## src/rtl/smx_pkg.sv

```systemverilog
// ----------------------------------------------------------------------------
// smx_pkg
// Shared types and constants of the stack machine execute core: opcodes,
// fault codes, beat layouts and the control word handed from decode to the
// datapath.
// ----------------------------------------------------------------------------
package smx_pkg;

    localparam int WORD_W    = 32;
    localparam int OP_W      = 4;
    localparam int ARG_W     = 32;
    localparam int NEXT_PC_W = 10;
    localparam int FAULT_W   = 3;
    localparam int VALUE_W   = 32;

    // s_tdata: op, arg, zero pad
    localparam int S_TDATA_W = 40;
    // m_tdata: next_pc, halted, print_valid, print_value, fault, zero pad
    localparam int M_TDATA_W = 48;
    localparam int M_TUSER_W = 1;

    typedef enum logic [OP_W-1:0] {
        OP_NOP  = 4'd0,
        OP_PUSH = 4'd1,
        OP_LOAD = 4'd2,
        OP_STR  = 4'd3,
        OP_POP  = 4'd4,
        OP_ADD  = 4'd5,
        OP_SUB  = 4'd6,
        OP_MUL  = 4'd7,
        OP_HLT  = 4'd8,
        OP_JMP  = 4'd9,
        OP_IFZ  = 4'd10,
        OP_IFP  = 4'd11,
        OP_IFN  = 4'd12,
        OP_PRI  = 4'd13,
        OP_PRB  = 4'd14
    } op_t;

    typedef enum logic [FAULT_W-1:0] {
        FAULT_NONE      = 3'd0,
        FAULT_UNDERFLOW = 3'd1,
        FAULT_OVERFLOW  = 3'd2,
        FAULT_INDEX     = 3'd3,
        FAULT_OPCODE    = 3'd4
    } fault_t;

    typedef enum logic [1:0] {
        WA_SP,
        WA_SP2,
        WA_ARG
    } wr_addr_sel_t;

    typedef enum logic [1:0] {
        WD_IMM,
        WD_OPA,
        WD_ALU
    } wr_data_sel_t;

    typedef enum logic [1:0] {
        SP_HOLD,
        SP_PUSH,
        SP_POP
    } sp_step_t;

    typedef enum logic [1:0] {
        PC_HOLD,
        PC_INC,
        PC_JUMP
    } pc_step_t;

    typedef struct packed {
        logic         wr_en;
        wr_addr_sel_t wr_addr_sel;
        wr_data_sel_t wr_data_sel;
        sp_step_t     sp_step;
        pc_step_t     pc_step;
        logic         halted;
        logic         print_valid;
        logic         print_is_bool;
        fault_t       fault;
    } exec_ctl_t;

endpackage

```

## src/rtl/smx_exec.sv

```systemverilog
// ----------------------------------------------------------------------------
// smx_exec
// Instruction decode, fault checks, branch decision and arithmetic for the
// instruction in the execute stage.
// ----------------------------------------------------------------------------
module smx_exec #(
    parameter int STACK_DEPTH  = 256,
    parameter int PROGRAM_SIZE = 1024,
    parameter int SPW          = 9
) (
    input  logic [smx_pkg::OP_W-1:0]    op,
    input  logic signed [smx_pkg::ARG_W-1:0] arg,
    input  logic [SPW-1:0]              sp,
    input  logic [smx_pkg::WORD_W-1:0]  opnd_a,
    input  logic [smx_pkg::WORD_W-1:0]  opnd_b,
    output smx_pkg::exec_ctl_t          ctl,
    output logic [smx_pkg::WORD_W-1:0]  alu_res
);

    logic full;
    logic lt1;
    logic lt2;
    logic idx_ok;
    logic tgt_ok;
    logic take;
    smx_pkg::fault_t fault;
    smx_pkg::exec_ctl_t ok_ctl;

    assign full   = (sp >= SPW'(STACK_DEPTH));
    assign lt1    = (sp == '0);
    assign lt2    = (sp < SPW'(2));
    assign idx_ok = !arg[smx_pkg::ARG_W-1] && ($unsigned(arg) < 32'(sp));
    assign tgt_ok = !arg[smx_pkg::ARG_W-1] && ($unsigned(arg) < 32'(PROGRAM_SIZE));

    always_comb begin
        case (smx_pkg::op_t'(op))
            smx_pkg::OP_IFZ: take = (opnd_a == '0);
            smx_pkg::OP_IFP: take = !opnd_a[smx_pkg::WORD_W-1];
            smx_pkg::OP_IFN: take = opnd_a[smx_pkg::WORD_W-1];
            default:         take = 1'b0;
        endcase
    end

    // b is the entry below the top, a the top
    always_comb begin
        case (smx_pkg::op_t'(op))
            smx_pkg::OP_ADD: alu_res = opnd_b + opnd_a;
            smx_pkg::OP_SUB: alu_res = opnd_b - opnd_a;
            default:         alu_res = opnd_b * opnd_a;
        endcase
    end

    always_comb begin
        fault  = smx_pkg::FAULT_NONE;
        ok_ctl = '{wr_en: 1'b0, wr_addr_sel: smx_pkg::WA_SP, wr_data_sel: smx_pkg::WD_IMM,
                   sp_step: smx_pkg::SP_HOLD, pc_step: smx_pkg::PC_INC, halted: 1'b0,
                   print_valid: 1'b0, print_is_bool: 1'b0, fault: smx_pkg::FAULT_NONE};
        case (smx_pkg::op_t'(op))
            smx_pkg::OP_NOP: begin
            end
            smx_pkg::OP_PUSH: begin
                if (full) fault = smx_pkg::FAULT_OVERFLOW;
                ok_ctl.wr_en   = 1'b1;
                ok_ctl.sp_step = smx_pkg::SP_PUSH;
            end
            smx_pkg::OP_LOAD: begin
                if (full) fault = smx_pkg::FAULT_OVERFLOW;
                else if (!idx_ok) fault = smx_pkg::FAULT_INDEX;
                ok_ctl.wr_en       = 1'b1;
                ok_ctl.wr_data_sel = smx_pkg::WD_OPA;
                ok_ctl.sp_step     = smx_pkg::SP_PUSH;
            end
            smx_pkg::OP_STR: begin
                if (lt1) fault = smx_pkg::FAULT_UNDERFLOW;
                else if (!idx_ok) fault = smx_pkg::FAULT_INDEX;
                ok_ctl.wr_en       = 1'b1;
                ok_ctl.wr_addr_sel = smx_pkg::WA_ARG;
                ok_ctl.wr_data_sel = smx_pkg::WD_OPA;
                ok_ctl.sp_step     = smx_pkg::SP_POP;
            end
            smx_pkg::OP_POP: begin
                if (lt1) fault = smx_pkg::FAULT_UNDERFLOW;
                ok_ctl.sp_step = smx_pkg::SP_POP;
            end
            smx_pkg::OP_ADD, smx_pkg::OP_SUB, smx_pkg::OP_MUL: begin
                if (lt2) fault = smx_pkg::FAULT_UNDERFLOW;
                ok_ctl.wr_en       = 1'b1;
                ok_ctl.wr_addr_sel = smx_pkg::WA_SP2;
                ok_ctl.wr_data_sel = smx_pkg::WD_ALU;
                ok_ctl.sp_step     = smx_pkg::SP_POP;
            end
            smx_pkg::OP_HLT: begin
                ok_ctl.pc_step = smx_pkg::PC_HOLD;
                ok_ctl.halted  = 1'b1;
            end
            smx_pkg::OP_JMP: begin
                if (!tgt_ok) fault = smx_pkg::FAULT_INDEX;
                ok_ctl.pc_step = smx_pkg::PC_JUMP;
            end
            smx_pkg::OP_IFZ, smx_pkg::OP_IFP, smx_pkg::OP_IFN: begin
                if (lt1) fault = smx_pkg::FAULT_UNDERFLOW;
                else if (take && !tgt_ok) fault = smx_pkg::FAULT_INDEX;
                ok_ctl.sp_step = smx_pkg::SP_POP;
                ok_ctl.pc_step = take ? smx_pkg::PC_JUMP : smx_pkg::PC_INC;
            end
            smx_pkg::OP_PRI, smx_pkg::OP_PRB: begin
                if (lt1) fault = smx_pkg::FAULT_UNDERFLOW;
                ok_ctl.sp_step       = smx_pkg::SP_POP;
                ok_ctl.print_valid   = 1'b1;
                ok_ctl.print_is_bool = (smx_pkg::op_t'(op) == smx_pkg::OP_PRB);
            end
            default: begin
                fault = smx_pkg::FAULT_OPCODE;
            end
        endcase
    end

    // a faulting instruction changes nothing and halts
    always_comb begin
        if (fault != smx_pkg::FAULT_NONE) begin
            ctl = '{wr_en: 1'b0, wr_addr_sel: smx_pkg::WA_SP, wr_data_sel: smx_pkg::WD_IMM,
                    sp_step: smx_pkg::SP_HOLD, pc_step: smx_pkg::PC_HOLD, halted: 1'b1,
                    print_valid: 1'b0, print_is_bool: 1'b0, fault: fault};
        end else begin
            ctl = ok_ctl;
        end
    end

endmodule

```

## config.mk

```make
export PLATFORM = sky130hd
export DESIGN_NAME = smx_exec
export DESIGN_NICKNAME = d
export VERILOG_FILES = /design/src/rtl/smx_pkg.sv /design/src/rtl/smx_exec.sv
export SDC_FILE = /design/constraint.sdc
export NUM_CORES = 1
export LEC_CHECK = 0
export BUFFER_PORTS_ARGS = -buffer_cell sky130_fd_sc_hd__buf_2
export CELL_PAD_IN_SITES_DETAIL_PLACEMENT = 0
export CELL_PAD_IN_SITES_GLOBAL_PLACEMENT = 1
export CORE_MARGIN = 1.5
export CORE_UTILIZATION = 30
export DETAILED_ROUTE_END_ITERATION = 6
export PLACE_DENSITY_LB_ADDON = 0.1
export SYNTH_ARGS = -nofsm -noshare
export SYNTH_HDL_FRONTEND = slang
export SYNTH_SLANG_ARGS = --single-unit
```

## constraint.sdc

```tcl
create_clock -name vclk -period 8.9
set_clock_uncertainty 0.1 [all_clocks]
set_input_delay 0 -clock vclk [all_inputs]
set_output_delay 0 -clock vclk [all_outputs]
set_load 0.02 [all_outputs]
```

==> reports/metrics.yaml <==
outcome:
  status: "complete, no violations"
setup_path:
  worstPathMaxFanout: 26
  crit_family: "adder cells"
  cp-end-kind: "output port"
  critPathMostFrequentCell: "fa_1"
  cpPeakStageDelay_ps: 710
  worstSetupPathDepth: 22
  arrival_ps: 7490
  cp_num_buf_inv: 5
  path_cells: "buf_2 > nand2_1 > fa_1 > inv_1 > fa_1 > fa_1 > inv_1 > fa_1 > inv_1 > fa_1 > ha_1 > fa_1 > fa_1 > ha_1 > a2111o_1 > o311ai_1 > o21bai_1 > a21o_1 > a31oi_1 > xor2_1 > a21oi_1 > buf_2"
  required_ps: 8800
  path_class: "in2out"
  critical-path-slowest-cell: "o311ai_1"
  timing.critical_path.from_type: "input port"
finish:
  fin_nets: 2955
  drive_above_1_share_pct: 8.939
  clockBufferCount: 0
  syn_to_final_growth_pct: 8.218
  nFlopsAndLatches: 0
  seq_area_um2: 0
global_route:
  track_usage_pct: 20.96
  grt_antenna_before_repair: 4
  grt_overflow: 0
  grt_pass1_wl_um: 101000
  grt_start_max_net_pins: 33
  grt_pass1_vias: 16450
logic_synthesis:
  ys_top_cells_by_count: "fa_1 (409), inv_1 (400), and2_1 (307)"
  post_synth.cell_area_avg_um2: 8.500
  yosys_warnings: 0
  synthCells: 2212
  yosys-top-cells-area: "fa_1 (44%), ha_1 (11%), and2_1 (10%)"
  synth.distinct_cells: 57
  synth_top_area_share_pct: 43.55
  synth_top_area_cell: "fa_1"
  syn_nets: 2894
  ys_seq_area_share_pct: 0
  netlist_area_um2: 18800
  synth_most_common_cell: "fa_1"
place:
  gp_congestion: 0.8510
  port_buffers: 156
  dpl.hpwl_um: 52790
sta:
  rsz0062_at_grt: "false"
  clock.fmax_mhz: 131.8
  min_period_ps: 7587
  slew_headroom_pct: 46.64
  timing.final.crit_share_pct: 85.25
  fin_tns_setup_ps: 0
  drv_slew: 0
  final-setup-viol-count: 0
  hold_violations: 0
  worst_pin_slew_ps: 788.0
drt:
  dr_total_vias: 14850
  drc: 0
  drt_iter0_drc: 759
  via_per_inst: 4.774
  drtAntennaViolNets: 0
  met2WireLength_um: 30520
  wl_met1_um: 31000
  route.met3.wl_um: 2811
  wirelength_um: 65030
  wire_per_inst_um: 20.90
  dr.pass1.iters: 5
  dr.max_layer_used: "met4"
die:
  start_util_pct: 30.41
  core_um2: 61830
  dieArea_um2: 64180
  die_w_um: 253.3
  core.rowCount: 91
  ios: 156
  fp.dieH_um: 253.3
cts:
  cts_hold_buf: 0
  cts_resized: 0
  cts_setup_buffers: 0
hold_path:
  min_path_cells: 4
  hp-class: "in2out"
run:
  maxCapViolations: 0
-- area by class of cell --
class	instances	area, µm²
multi-input combinational	1694	16850
tap	837	1047
antenna	3	7.507
inverter	400	1501
fill	6558	41480
timing repair buffer	177	938.4
-- stage by stage --
stage / cells / utilization (%) / hold slack, ps / area, µm² / worst slack [ps]
floorplan: 2212 / - / 82.30 / 18800 / 2000
global placement: 3108 / 32.90 / 384.4 / 20340 / 1359
detailed placement: 3108 / 32.90 / 373.3 / 20340 / 1342
CTS: 3108 / 32.90 / 374.9 / 20340 / 1299
global route: 3108 / 32.90 / 414.0 / 20340 / 976.4
finish: 3111 / 32.91 / 379.7 / 20350 / 1313
-- per-layer routing --
| layer | global-route usage (%) | vias up |
|---|---|---|
| li1 | - | 6853 |
| met1 | 30.44 | 7629 |
| met2 | 35.33 | 335 |
| met3 | 1.295 | 34 |
| met4 | 1.933 | 0 |
| met5 | 0 | - |
-- cell families after synthesis --
kind of cell               count (synthesis)  share of synthesized area, %
AOI/OAI and AO/OA                        224                         7.760
xor gates and xnor gates                 139                         6.475
adders and majority gates                573                         54.46
buffers and inverters                    518                         10.38
muxes                                      4                        0.2196
and+or+nand+nor                          754                         20.70
-- path summary, 6_finish.rpt --
| kind | end | slack (ps) | from |
|---|---|---|---|
| worst min-delay path | ctl[7] | 380 | op[3] |
| worst max-delay path | alu_res[23] | 1310 | opnd_b[7] |
-- cell usage in the layout (no fill, tap or decap), types with 3 or more instances in the layout --
master	count
a211oi_1	11
a21o_1	33
a21oi_1	60
a31o_2	3
a31oi_1	11
and2_1	307
and3_1	6
buf_2	156
buf_4	21
diode_2	3
fa_1	409
ha_1	164
inv_1	400
mux2i_1	3
nand2_1	270
nand2b_1	16
nand3_1	18
nand4_1	5
nor2_1	60
nor2b_1	8
nor3_1	18
nor3b_1	4
nor4_1	9
o211ai_1	5
o21a_1	7
o21ai_0	44
o21bai_1	6
o22ai_1	3
o31ai_1	15
o41ai_1	5
or2_2	9
or3_1	8
or4_1	4
or4_4	5
xnor2_1	93
xor2_1	46
